`config.mk`:
```
export PLATFORM = sky130hd
export DESIGN_NAME = xor_checked_frame_receiver_flat
export DESIGN_NICKNAME = d
export VERILOG_FILES = /design/src/hw/rtl/xcfr_pkg.sv /design/src/hw/rtl/xcfr_in_if.sv /design/src/hw/rtl/xcfr_out_if.sv /design/src/hw/rtl/xcfr_regs.sv /design/src/hw/rtl/xcfr_ctrl.sv /design/src/hw/rtl/xcfr_dp.sv /design/src/hw/rtl/xor_checked_frame_receiver.sv /design/src/flat_wrapper.sv
export SDC_FILE = /design/constraint.sdc
export NUM_CORES = 1
export LEC_CHECK = 0
export ABC_AREA = 1
export BUFFER_PORTS_ARGS = -buffer_cell sky130_fd_sc_hd__buf_2
export CAP_MARGIN = 20
export CELL_PAD_IN_SITES_DETAIL_PLACEMENT = 0
export CELL_PAD_IN_SITES_GLOBAL_PLACEMENT = 1
export CORE_ASPECT_RATIO = 2
export CORE_MARGIN = 5
export CORE_UTILIZATION = 40
export CTS_CLUSTER_SIZE = 20
export DETAILED_ROUTE_END_ITERATION = 10
export GPL_ROUTABILITY_DRIVEN = 0
export GPL_TIMING_DRIVEN = 0
export PLACE_DENSITY_LB_ADDON = 0.1
export SLEW_MARGIN = 20
export SYNTH_ARGS = -nofsm -noshare
export SYNTH_HDL_FRONTEND = slang
export SYNTH_SLANG_ARGS = --single-unit
```
`constraint.sdc`:
```
create_clock -name clk -period 3.7 [get_ports clk]
set_input_delay 0.555 -clock clk [delete_from_list [all_inputs] [get_ports clk]]
set_output_delay 0.555 -clock clk [all_outputs]
set_load 0.05 [all_outputs]
```
`src/hw/rtl/xcfr_pkg.sv`:
```
// Package for the XOR-checked frame receiver.
// Shared constants, register codes and controller/datapath structs.
// No dependencies.
package xcfr_pkg;

	localparam int DATA_MAX_DEF = 32;
	localparam int LEN_MIN      = 2;
	localparam int ADDR_W       = 4;
	localparam int DATA_W       = 32;

	localparam logic [1:0] REG_FIRST_HEADER  = 2'd0;
	localparam logic [1:0] REG_SECOND_HEADER = 2'd1;
	localparam logic [1:0] REG_END_MARKER    = 2'd2;

	typedef struct packed {
		logic [7:0] first_header;
		logic [7:0] second_header;
		logic [7:0] end_marker;
	} cfg_t;

	typedef struct packed {
		logic load_len;
		logic load_cmd;
		logic store_data;
		logic rd_clr;
		logic rd_issue;
		logic out_load;
		logic out_empty;
	} cmd_t;

	typedef struct packed {
		logic hdr1_match;
		logic hdr2_match;
		logic len_ok;
		logic len_zero;
		logic data_done;
		logic cs_match;
		logic end_match;
		logic last_rd;
		logic out_free;
	} sts_t;

endpackage

```
`src/hw/rtl/xcfr_in_if.sv`:
```
// Input channel interface: one received byte per word.
// Depends on nothing.
interface xcfr_in_if;
	logic       valid;
	logic       ready;
	logic [7:0] rx_byte;

	modport source (output valid, output rx_byte, input ready);
	modport sink (input valid, input rx_byte, output ready);
endinterface

```
`src/hw/rtl/xcfr_out_if.sv`:
```
// Result channel interface: one payload word per handshake.
// Depends on nothing.
interface xcfr_out_if;
	logic       valid;
	logic       ready;
	logic [7:0] command;
	logic [5:0] payload_length;
	logic [4:0] byte_index;
	logic [7:0] payload_byte;
	logic       data_present;
	logic       last;

	modport source (output valid, output command, output payload_length,
		output byte_index, output payload_byte, output data_present,
		output last, input ready);
	modport sink (input valid, input command, input payload_length,
		input byte_index, input payload_byte, input data_present,
		input last, output ready);
endinterface

```
`src/hw/rtl/xcfr_regs.sv`:
```
// APB configuration registers of the frame receiver.
// Depends on xcfr_pkg.
module xcfr_regs (
	input  logic                        clk,
	input  logic                        arst_n,
	input  logic                        psel,
	input  logic                        penable,
	input  logic                        pwrite,
	input  logic [xcfr_pkg::ADDR_W-1:0] paddr,
	input  logic [xcfr_pkg::DATA_W-1:0] pwdata,
	output logic [xcfr_pkg::DATA_W-1:0] prdata,
	output logic                        pready,
	output xcfr_pkg::cfg_t              cfg
);
	xcfr_pkg::cfg_t cfg_q;
	logic [1:0]     reg_idx;
	logic           wr_en;

	assign reg_idx = paddr[3:2];
	assign wr_en   = psel && penable && pwrite;
	assign pready  = 1'b1;
	assign cfg     = cfg_q;

	always_ff @(posedge clk or negedge arst_n) begin
		if (!arst_n) begin
			cfg_q <= '0;
		end else if (wr_en) begin
			case (reg_idx)
				xcfr_pkg::REG_FIRST_HEADER:  cfg_q.first_header  <= pwdata[7:0];
				xcfr_pkg::REG_SECOND_HEADER: cfg_q.second_header <= pwdata[7:0];
				xcfr_pkg::REG_END_MARKER:    cfg_q.end_marker    <= pwdata[7:0];
				default: ;
			endcase
		end
	end

	always_comb begin
		prdata = '0;
		case (reg_idx)
			xcfr_pkg::REG_FIRST_HEADER:  prdata[7:0] = cfg_q.first_header;
			xcfr_pkg::REG_SECOND_HEADER: prdata[7:0] = cfg_q.second_header;
			xcfr_pkg::REG_END_MARKER:    prdata[7:0] = cfg_q.end_marker;
			default:                     prdata      = '0;
		endcase
	end
endmodule

```
`src/hw/rtl/xcfr_ctrl.sv`:
```
// Frame receiver controller: frame phase sequencing and payload drain.
// Depends on xcfr_pkg.
module xcfr_ctrl (
	input  logic               clk,
	input  logic               arst_n,
	input  logic               in_valid,
	output logic               in_ready,
	input  xcfr_pkg::sts_t     sts,
	output xcfr_pkg::cmd_t     cmd
);
	typedef enum logic [3:0] {
		ST_HEAD1,
		ST_HEAD2,
		ST_LEN,
		ST_CMD,
		ST_DATA,
		ST_CS,
		ST_END,
		ST_EMPTY,
		ST_RD,
		ST_OUT
	} state_t;

	state_t state_q;
	logic   fire;

	assign in_ready = !(state_q inside {ST_EMPTY, ST_RD, ST_OUT});
	assign fire     = in_valid && in_ready;

	always_comb begin
		cmd = '0;
		case (state_q)
			ST_LEN:   cmd.load_len   = fire && sts.len_ok;
			ST_CMD:   cmd.load_cmd   = fire;
			ST_DATA:  cmd.store_data = fire;
			ST_END:   cmd.rd_clr     = fire;
			ST_EMPTY: begin
				cmd.out_load  = sts.out_free;
				cmd.out_empty = 1'b1;
			end
			ST_RD:    cmd.rd_issue   = 1'b1;
			ST_OUT:   cmd.out_load   = sts.out_free;
			default:  cmd            = '0;
		endcase
	end

	always_ff @(posedge clk or negedge arst_n) begin
		if (!arst_n) begin
			state_q <= ST_HEAD1;
		end else begin
			case (state_q)
				ST_HEAD1: if (fire && sts.hdr1_match) state_q <= ST_HEAD2;
				ST_HEAD2: if (fire) state_q <= sts.hdr2_match ? ST_LEN : ST_HEAD1;
				ST_LEN:   if (fire) state_q <= sts.len_ok ? ST_CMD : ST_HEAD1;
				ST_CMD:   if (fire) state_q <= sts.len_zero ? ST_CS : ST_DATA;
				ST_DATA:  if (fire && sts.data_done) state_q <= ST_CS;
				ST_CS:    if (fire) state_q <= sts.cs_match ? ST_END : ST_HEAD1;
				ST_END: begin
					if (fire) begin
						if (!sts.end_match)   state_q <= ST_HEAD1;
						else if (sts.len_zero) state_q <= ST_EMPTY;
						else                  state_q <= ST_RD;
					end
				end
				ST_EMPTY: if (sts.out_free) state_q <= ST_HEAD1;
				ST_RD:    state_q <= ST_OUT;
				ST_OUT: begin
					if (sts.out_free) state_q <= sts.last_rd ? ST_HEAD1 : ST_RD;
				end
				default:  state_q <= ST_HEAD1;
			endcase
		end
	end
endmodule

```
`src/hw/rtl/xcfr_dp.sv`:
```
// Frame receiver datapath: length/command/checksum registers, payload
// memory and the result output register. Depends on xcfr_pkg.
module xcfr_dp #(
	parameter int DATA_MAX = xcfr_pkg::DATA_MAX_DEF
) (
	input  logic           clk,
	input  logic           arst_n,
	input  logic [7:0]     rx_byte,
	input  xcfr_pkg::cfg_t cfg,
	input  xcfr_pkg::cmd_t cmd,
	output xcfr_pkg::sts_t sts,
	output logic           out_valid,
	input  logic           out_ready,
	output logic [7:0]     command,
	output logic [5:0]     payload_length,
	output logic [4:0]     byte_index,
	output logic [7:0]     payload_byte,
	output logic           data_present,
	output logic           last
);
	localparam int CntW  = $clog2(DATA_MAX + 1);
	localparam int AddrW = (DATA_MAX > 1) ? $clog2(DATA_MAX) : 1;
	localparam logic [7:0] LenMin = 8'(xcfr_pkg::LEN_MIN);
	localparam logic [7:0] LenMax = 8'(DATA_MAX + xcfr_pkg::LEN_MIN);

	logic [7:0]      mem_q [DATA_MAX];
	logic [7:0]      rd_data_q;
	logic [7:0]      cmd_q;
	logic [CntW-1:0] exp_q;
	logic [CntW-1:0] cnt_q;
	logic [CntW-1:0] rd_idx_q;
	logic [7:0]      xor_q;
	logic [CntW:0]   cnt_inc;
	logic [CntW:0]   rd_inc;
	logic [7:0]      len_sub;
	logic [7:0]      exp_ext;
	logic [7:0]      idx_ext;

	logic       out_valid_q;
	logic [7:0] command_q;
	logic [5:0] length_q;
	logic [4:0] index_q;
	logic [7:0] byte_q;
	logic       present_q;
	logic       last_q;

	assign cnt_inc = {1'b0, cnt_q} + 1'b1;
	assign rd_inc  = {1'b0, rd_idx_q} + 1'b1;
	assign len_sub = rx_byte - LenMin;
	assign exp_ext = 8'(exp_q);
	assign idx_ext = 8'(rd_idx_q);

	assign sts.hdr1_match = rx_byte == cfg.first_header;
	assign sts.hdr2_match = rx_byte == cfg.second_header;
	assign sts.len_ok     = (rx_byte >= LenMin) && (rx_byte <= LenMax);
	assign sts.len_zero   = exp_q == '0;
	assign sts.data_done  = cnt_inc >= {1'b0, exp_q};
	assign sts.cs_match   = xor_q == rx_byte;
	assign sts.end_match  = rx_byte == cfg.end_marker;
	assign sts.last_rd    = rd_inc == {1'b0, exp_q};
	assign sts.out_free   = !out_valid_q || out_ready;

	always_ff @(posedge clk or negedge arst_n) begin
		if (!arst_n) begin
			cmd_q    <= '0;
			exp_q    <= '0;
			cnt_q    <= '0;
			xor_q    <= '0;
			rd_idx_q <= '0;
		end else begin
			if (cmd.load_len) begin
				exp_q <= len_sub[CntW-1:0];
				cnt_q <= '0;
				xor_q <= rx_byte;
			end
			if (cmd.load_cmd) begin
				cmd_q <= rx_byte;
				xor_q <= xor_q ^ rx_byte;
			end
			if (cmd.store_data) begin
				cnt_q <= cnt_inc[CntW-1:0];
				xor_q <= xor_q ^ rx_byte;
			end
			if (cmd.rd_clr) begin
				rd_idx_q <= '0;
			end else if (cmd.out_load && !cmd.out_empty) begin
				rd_idx_q <= rd_inc[CntW-1:0];
			end
		end
	end

	always_ff @(posedge clk) begin
		if (cmd.store_data && (cnt_q < CntW'(DATA_MAX))) begin
			mem_q[cnt_q[AddrW-1:0]] <= rx_byte;
		end
		if (cmd.rd_issue) begin
			rd_data_q <= mem_q[rd_idx_q[AddrW-1:0]];
		end
	end

	always_ff @(posedge clk or negedge arst_n) begin
		if (!arst_n) begin
			out_valid_q <= 1'b0;
		end else if (cmd.out_load) begin
			out_valid_q <= 1'b1;
		end else if (out_ready) begin
			out_valid_q <= 1'b0;
		end
	end

	always_ff @(posedge clk) begin
		if (cmd.out_load) begin
			command_q <= cmd_q;
			if (cmd.out_empty) begin
				length_q  <= '0;
				index_q   <= '0;
				byte_q    <= '0;
				present_q <= 1'b0;
				last_q    <= 1'b1;
			end else begin
				length_q  <= exp_ext[5:0];
				index_q   <= idx_ext[4:0];
				byte_q    <= rd_data_q;
				present_q <= 1'b1;
				last_q    <= sts.last_rd;
			end
		end
	end

	assign out_valid      = out_valid_q;
	assign command        = command_q;
	assign payload_length = length_q;
	assign byte_index     = index_q;
	assign payload_byte   = byte_q;
	assign data_present   = present_q;
	assign last           = last_q;
endmodule

```
`src/hw/rtl/xor_checked_frame_receiver.sv`:
```
// Top level of the XOR-checked frame receiver.
// Depends on xcfr_pkg, xcfr_in_if, xcfr_out_if, xcfr_regs, xcfr_ctrl, xcfr_dp.
//
// Usage:
//   rx_ch takes one received byte per word. Frames are: first header,
//   second header, length L (2..DATA_MAX+2), command, L-2 data bytes,
//   XOR of length/command/data, end marker. The three marker values sit
//   in APB registers at 0x0, 0x4 and 0x8; write them while idle.
//   While a frame is being received a byte is taken every cycle.
//   After a good end marker the input is held off (ready low) while the
//   payload drains from the payload memory: each word on res_ch takes a
//   memory read, then an output register load, and the load waits while
//   the output register holds an untaken word. An empty frame gives one
//   word with data_present low.
//   Bad frames produce nothing. If res_ch stalls, the output register
//   holds its word and the drain pauses; the last word may wait there while
//   the next frame's bytes are already being taken.
//   Reset returns the block to header hunt, clears the registers to zero
//   and drops any pending result.
module xor_checked_frame_receiver #(
	parameter int DATA_MAX = xcfr_pkg::DATA_MAX_DEF
) (
	input  logic                        clk,
	input  logic                        arst_n,
	xcfr_in_if.sink                     rx_ch,
	xcfr_out_if.source                  res_ch,
	input  logic                        psel,
	input  logic                        penable,
	input  logic                        pwrite,
	input  logic [xcfr_pkg::ADDR_W-1:0] paddr,
	input  logic [xcfr_pkg::DATA_W-1:0] pwdata,
	output logic [xcfr_pkg::DATA_W-1:0] prdata,
	output logic                        pready
);
	xcfr_pkg::cfg_t cfg;
	xcfr_pkg::cmd_t cmd;
	xcfr_pkg::sts_t sts;

	xcfr_regs u_regs (
		.clk     (clk),
		.arst_n  (arst_n),
		.psel    (psel),
		.penable (penable),
		.pwrite  (pwrite),
		.paddr   (paddr),
		.pwdata  (pwdata),
		.prdata  (prdata),
		.pready  (pready),
		.cfg     (cfg)
	);

	xcfr_ctrl u_ctrl (
		.clk      (clk),
		.arst_n   (arst_n),
		.in_valid (rx_ch.valid),
		.in_ready (rx_ch.ready),
		.sts      (sts),
		.cmd      (cmd)
	);

	xcfr_dp #(
		.DATA_MAX (DATA_MAX)
	) u_dp (
		.clk            (clk),
		.arst_n         (arst_n),
		.rx_byte        (rx_ch.rx_byte),
		.cfg            (cfg),
		.cmd            (cmd),
		.sts            (sts),
		.out_valid      (res_ch.valid),
		.out_ready      (res_ch.ready),
		.command        (res_ch.command),
		.payload_length (res_ch.payload_length),
		.byte_index     (res_ch.byte_index),
		.payload_byte   (res_ch.payload_byte),
		.data_present   (res_ch.data_present),
		.last           (res_ch.last)
	);
endmodule

```
`src/flat_wrapper.sv`:
```
// flat-port wrapper written by rule: the top's interface ports become plain ports
module xor_checked_frame_receiver_flat 
#(
	parameter int DATA_MAX = xcfr_pkg::DATA_MAX_DEF
)
  (clk, arst_n, psel, penable, pwrite, paddr, pwdata, prdata, pready, rx_ch_valid, rx_ch_rx_byte, rx_ch_ready, res_ch_valid, res_ch_command, res_ch_payload_length, res_ch_byte_index, res_ch_payload_byte, res_ch_data_present, res_ch_last, res_ch_ready);
  xcfr_in_if rx_ch_i ();
  xcfr_out_if res_ch_i ();
  input  logic clk;
  input  logic arst_n;
  input  logic psel;
  input  logic penable;
  input  logic pwrite;
  input  logic [xcfr_pkg::ADDR_W-1:0] paddr;
  input  logic [xcfr_pkg::DATA_W-1:0] pwdata;
  output logic [xcfr_pkg::DATA_W-1:0] prdata;
  output logic pready;
  input wire logic [$bits(rx_ch_i.valid)-1:0] rx_ch_valid;
  input wire logic [$bits(rx_ch_i.rx_byte)-1:0] rx_ch_rx_byte;
  output wire logic [$bits(rx_ch_i.ready)-1:0] rx_ch_ready;
  output wire logic [$bits(res_ch_i.valid)-1:0] res_ch_valid;
  output wire logic [$bits(res_ch_i.command)-1:0] res_ch_command;
  output wire logic [$bits(res_ch_i.payload_length)-1:0] res_ch_payload_length;
  output wire logic [$bits(res_ch_i.byte_index)-1:0] res_ch_byte_index;
  output wire logic [$bits(res_ch_i.payload_byte)-1:0] res_ch_payload_byte;
  output wire logic [$bits(res_ch_i.data_present)-1:0] res_ch_data_present;
  output wire logic [$bits(res_ch_i.last)-1:0] res_ch_last;
  input wire logic [$bits(res_ch_i.ready)-1:0] res_ch_ready;
  assign rx_ch_i.valid = rx_ch_valid;
  assign rx_ch_i.rx_byte = rx_ch_rx_byte;
  assign rx_ch_ready = rx_ch_i.ready;
  assign res_ch_valid = res_ch_i.valid;
  assign res_ch_command = res_ch_i.command;
  assign res_ch_payload_length = res_ch_i.payload_length;
  assign res_ch_byte_index = res_ch_i.byte_index;
  assign res_ch_payload_byte = res_ch_i.payload_byte;
  assign res_ch_data_present = res_ch_i.data_present;
  assign res_ch_last = res_ch_i.last;
  assign res_ch_i.ready = res_ch_ready;
  xor_checked_frame_receiver #(.DATA_MAX(DATA_MAX)) u_core (.clk(clk), .arst_n(arst_n), .rx_ch(rx_ch_i), .res_ch(res_ch_i), .psel(psel), .penable(penable), .pwrite(pwrite), .paddr(paddr), .pwdata(pwdata), .prdata(prdata), .pready(pready));
endmodule
```
=== Word level (Yosys, flattened, before mapping) ===
Memories as Yosys holds them, arrays and structs flattened. A register that Yosys moved wholly into a read port is not among the register bits.
Index checks and enable logic that the tools add are counted.

* Output and inout bits: 64
* Input port bits: 51
* Memories kept: 1
* Register bits after elaboration: 92
* Memory bits (writable): 256

* $add $sub $neg: 3
* Mux-type cells: 37
* Equal/unequal tests: 25
* Order comparisons: 4
* Bitwise operators: 1
* Reductions and logical operators: 26

{| class="wikitable"
|+ Memories
! memory !! depth !! width !! rd ports !! clocked after memory_dff !! write ports !! RTL line !! RTL
|-
| u_core.u_dp.mem_q || 32 || 8 || 1 || 1 || 1 || xcfr_dp.sv:26 || <nowiki>logic [7:0] mem_q [DATA_MAX];</nowiki>
|}

{| class="wikitable"
|+ Operators with widths
! kind !! count
|-
| 4-bit two-way mux || 12
|-
| 4-bit case mux with 10 select lines || 1
|-
| 8-bit == test || 4
|-
| 6-bit two-way mux || 4
|-
| 8-bit two-way mux || 3
|-
| 8-bit case mux with 3 select lines || 1
|-
| 4-bit by 3-bit == test with 1-bit output, second input constant || 4
|-
| 6-bit by 1-bit adder with 7-bit output, second input constant || 2
|-
| 2-bit inequality test, second input constant || 7
|-
| 1-bit two-way mux || 13
|-
| 1-bit logical AND || 9
|-
| 9-bit AND reduction || 1
|-
| 4-bit by 2-bit == test with 1-bit output, second input constant || 2
|-
| 4-bit == test, second input constant || 2
|-
| 8-bit by 2-bit >= comparator with 1-bit output, second input constant || 1
|-
| 8-bit by 6-bit less-or-equal comparator with 1-bit output, second input constant || 1
|-
| 8-bit bitwise XOR || 1
|-
| 7-bit by 6-bit == test with 1-bit output || 1
|-
| 7-bit by 6-bit >= comparator with 1-bit output || 1
|-
| 6-bit zero test || 1
|-
| 6-bit less-than comparator, second input constant || 1
|-
| 2-bit AND reduction || 3
|-
| 2-bit nonzero test || 3
|-
| 3-bit nonzero test || 2
|-
| other kinds (12) || 16
|}

=== Longest topological paths before layout ===
* Depth after elaboration: 9
* Mapped depth: 16
* Mapped depth without buffers: 16

=== Cells and area by module ===
Synthesis repeated with hierarchy kept, for this count alone.

* Cell total of the unflattened synthesis: 1,519
* Area, all modules: 15,864.0 um2

{| class="wikitable"
|+ Modules (own cells, without submodules)
! module !! area an instance (um2) !! times used !! cells each
|-
| xcfr_dp || 14,092.3 || 1 || 1,275
|-
| xcfr_regs || 1,307.5 || 1 || 173
|-
| xcfr_ctrl || 464.2 || 1 || 71
|}

=== Worst setup path before layout ===
Ideal clock, no wire load.

* Path type: flip-flop to flip-flop
* Start point: register u_core.u_ctrl.state_q[2]
* End point: register u_core.u_dp.rd_idx_q[2]
* Slack: 856 ps
* Arrival time: 2,708 ps
* Cell stages (with the launch flop): 10
* Data required time: 3,564 ps
* Cell sequence: dfrtp_1 -> inv_2 -> nor2_2 -> nand2_2 -> nand2_2 -> inv_1 -> nor2_1 -> nand2_1 -> nand2_1 -> o21ai_0

{| class="wikitable"
|+ RTL lines
! what !! RTL line !! RTL
|-
| start: declaration || xcfr_ctrl.sv:24 || <nowiki>state_t state_q;</nowiki>
|-
| start signal: assignment || xcfr_ctrl.sv:53 || <nowiki>ST_HEAD2: if (fire) state_q <= sts.hdr2_match ? ST_LEN : ST_HEAD1;</nowiki>
|-
| start signal: assignment || xcfr_ctrl.sv:54 || <nowiki>ST_LEN: if (fire) state_q <= sts.len_ok ? ST_CMD : ST_HEAD1;</nowiki>
|-
| start signal: assignment || xcfr_ctrl.sv:55 || <nowiki>ST_CMD: if (fire) state_q <= sts.len_zero ? ST_CS : ST_DATA;</nowiki>
|-
| end signal: assignment || xcfr_dp.sv:87 || <nowiki>rd_idx_q <= rd_inc[CntW-1:0];</nowiki>
|-
| end: declaration || xcfr_dp.sv:31 || <nowiki>logic [CntW-1:0] rd_idx_q;</nowiki>
|}

==> results.py <==
metrics = {
    "die": {
        "initial_core_util_pct": 40.47,
        "die-area_um2": 42750,
        "num_rows": 101,
        "die_y_um": 287.4,
        "die_w_um": 148.7,
        "io_pins": 115,
        "core-area_um2": 38040,
    },
    "setup_path": {
        "endpoint": "u_core.u_dp.rd_data_q[0]",
        "r2r_slack_ps": 770,
        "cp_num_buf_inv": 4,
        "reg2reg_depth": 9,
        "cp_num_cells": 9,
        "crit_path_cell_trace": "buf_2 -> inv_2 -> buf_2 -> nand2_2 -> clkbuf_1 -> o221ai_1 -> o21ai_0 -> nand2_1 -> nand3_1",
        "path_class": "reg -> reg",
        "critical_path_arrival_ps": 3320,
        "startpoint_type": "register",
        "cpPeakStageDelay_ps": 550,
        "regToRegEndpoint": "u_core.u_dp.rd_data_q[0]",
        "cp_slowest_cell": "o21ai_0",
        "crit_path_max_fanout": 10,
        "cpMostUsedCell": "buf_2",
        "crit_start": "u_core.u_dp.rd_idx_q[0]",
        "required_ps": 4090,
        "rr_startpoint": "u_core.u_dp.rd_idx_q[0]",
        "critical-path-top-delay-family": "buffers and inverters",
        "end_kind": "register",
    },
    "grt": {
        "grt_pass1_wl_mm": 68.06,
        "grt.met1_usage_pct": 20.98,
        "track_usage_pct": 21.65,
        "grt_max_degree": 44,
        "groute.layer.met2.usage_pct": 43.73,
        "grt_use_met3_pct": 1.736,
        "antenna_found_initial": 0,
        "grt_busiest_layer": "met2",
        "overflow": 0,
        "grt_pass1_vias": 11120,
    },
    "placed_design": {
        "port_buffers": 63,
        "placed_cell_area_um2": 16510,
        "hpwlAfterDp_mm": 34.32,
    },
    "pwr": {
        "p_int_uw": 6403,
        "pwr_density_cell_nw_per_um2": 488.4,
        "p_total_uw": 8541,
        "p_switching_uw": 2138,
        "comb_power_share_pct": 10.0,
        "max-vdd-ir-drop_mv": 0.4136,
        "swShare_pct": 25.03,
        "leakagePower_uw": 0.006650,
        "pwr-share-seq_pct": 52.9,
        "clockPowerShare_pct": 37.1,
    },
    "sta": {
        "final-hold-violation-count": 0,
        "clock-skew-final_ps": 11.99,
        "tns_ps": 0,
        "worstMarginPinSlew_ps": 986.3,
        "slew_violations": 0,
        "fmax_ghz": 0.3414,
        "layout_min_cycle_time_ps": 2929,
        "slew_headroom_pct": 34.25,
        "setup_viol": 0,
        "timing.final.crit_share_pct": 79.16,
        "grt_setup_unrepaired": "no",
    },
    "route": {
        "drc": 0,
        "num_vias": 10510,
        "wl_mm": 46.18,
        "firstDrtPassIters": 7,
        "viasPerCell": 5.099,
        "wl_per_cell_um": 22.40,
        "ant_nets": 0,
        "drtIter0Drc": 559,
    },
    "finish": {
        "area_growth_syn_to_layout_pct": 13.60,
        "num-fill-cells": 3658,
        "insertedDiodeCount": 0,
        "fin_nets": 1586,
        "drive_gt1_share_pct": 11.38,
        "final_area_um2": 17490,
    },
    "min_path": {
        "min_from": "res_ch_ready",
        "hold_class": "in -> reg",
    },
    "clock_network": {
        "numCtsBuffers": 30,
        "cts_setup_buffers": 0,
        "h-tree-depth": 1,
        "cts_tree": "built",
        "clock-sinks": 356,
        "clock-root-buffer": "clkbuf_16",
        "path_clk_slew_ps": 70,
        "clockBufferDepth": 3,
        "cts_resized": 0,
        "clk_latency_ps": 570,
        "ctsHoldBuffers": 1,
    },
    "synth": {
        "netlist_instances": 1401,
        "synth_seq_area_share_pct": 67.39,
        "ys_seq_elements": 356,
        "syn_avg_cell_area_um2": 10.99,
        "async_flop_share_pct": 17.70,
        "synth_edf_count": 293,
        "ys_warn_count": 0,
        "ys.flop_type": "edfxtp_1",
        "yosysUniqueCellTypes": 34,
        "synth.cell_area_um2": 15390,
    },
    "outcome": {
        "status": "completed",
    },
    "run": {
        "maxCapViolations": 0,
    },
}
## area by class of cell
| cell class | count | area (um^2) | share of cell area [%] |
|---|---|---|---|
| sequential | 356 | 10380 | 59.33 |
| multi-input combinational | 885 | 4304 | 24.61 |
| clock buffer | 46 | 892.1 | 5.101 |
| tap | 515 | 644.4 | 3.685 |
| buffer | 89 | 462.9 | 2.647 |
| timing repair buffer | 66 | 382.9 | 2.189 |
| inverter | 94 | 352.8 | 2.018 |
| clock inverter | 10 | 73.82 | 0.4221 |
## stage by stage
stage / hold slack [ps] / instances / setup WS (ps) / utilization (%)
detailed placement: 438.5 / 2004 / 417.3 / 43.41
finish: 184.1 / 2061 / 771.1 / 45.98
floorplan: 259.4 / 1424 / 855.6 / -
global route: 174.7 / 2061 / 674.3 / 45.98
CTS: 155.7 / 2061 / 765.9 / 45.98
global placement: 436.6 / 2002 / -695.8 / 43.22
## power groups by stage
stage,logic [uW],registers [uW],clock network (uW)
6_report,854,4520,3170
5_1_grt,952,4530,3370
4_1_cts,869,4520,3220
3_5_place_dp,864,4610,0
3_3_place_gp,854,4600,0
2_1_floorplan,581,4580,0
## Yosys cell counts, types with 22 or more instances
cell | count | area [um^2]
nand3_1 | 51 | 255.2
buf_4 | 25 | 187.7
clkbuf_1 | 37 | 138.9
o22ai_1 | 35 | 219.0
inv_1 | 89 | 334.1
buf_2 | 22 | 110.1
a21oi_1 | 59 | 295.3
edfxtp_1 | 293 | 8798
dfrtp_1 | 63 | 1577
nor2_1 | 180 | 675.7
o221ai_1 | 32 | 280.3
o21ai_0 | 155 | 775.7
nand2_1 | 273 | 1025
## state kept, by name, indices dropped and copies added (netlist names), 8 cells and up
register	cells
u_core.u_dp.mem_q	256
u_core.u_regs.cfg	24
u_core.u_dp.cmd_q	8
u_core.u_dp.command	8
u_core.u_dp.payload_byte	8
u_core.u_dp.rd_data_q	8
u_core.u_dp.xor_q	8
## placed cells by master, fill, tap and decap left out, types with 9 or more instances in the layout
master | synthesis | routed
xnor2_1 | 19 | 19
o21ai_0 | 155 | 155
buf_2 | 22 | 84
xor2_1 | 9 | 9
o22ai_1 | 35 | 35
buf_4 | 25 | 26
ha_1 | 13 | 13
clkbuf_16 | 0 | 31
clkbuf_1 | 37 | 46
a21oi_1 | 59 | 59
nor2_1 | 180 | 179
o221ai_1 | 32 | 32
edfxtp_1 | 293 | 293
nand2_1 | 273 | 273
nand3_1 | 51 | 51
conb_1 | 2 | 25
inv_1 | 89 | 89
dfrtp_1 | 63 | 63
## worst min path at each step
stage                                to  slack, ps  cells after the start
2_1_floorplan  u_core.u_ctrl.state_q[0]        260                      0
3_3_place_gp     u_core.u_dp.command[3]        440                      0
3_5_place_dp     u_core.u_dp.command[4]        440                      0
4_1_cts           u_core.u_dp.out_valid        160                      2
5_1_grt           u_core.u_dp.out_valid        170                      2
6_report          u_core.u_dp.out_valid        180                      2
## cell families (layout without fill, tap and decap cells)
family	after synthesis	in the layout	share of synthesized area, %
XOR/XNOR	28	28	1.593
AO/OA/AOI/OAI	291	291	10.62
buffers and inverters	183	305	5.299
AND/OR/NAND/NOR	528	528	13.99
flip-flops	356	356	67.39
other	2	25	0.04878
adder cells (fa/ha/maj)	13	13	1.057
## routing by layer
layer / wire (um) / share of wire [%] / up-vias
met5: 0 / 0 / -
li1: - / - / 5057
met1: 15320 / 33 / 5095
met2: 26550 / 57 / 253
met4: 2878 / 6.2 / 0
met3: 1432 / 3.1 / 105
Power figures use the tool's default switching activity.
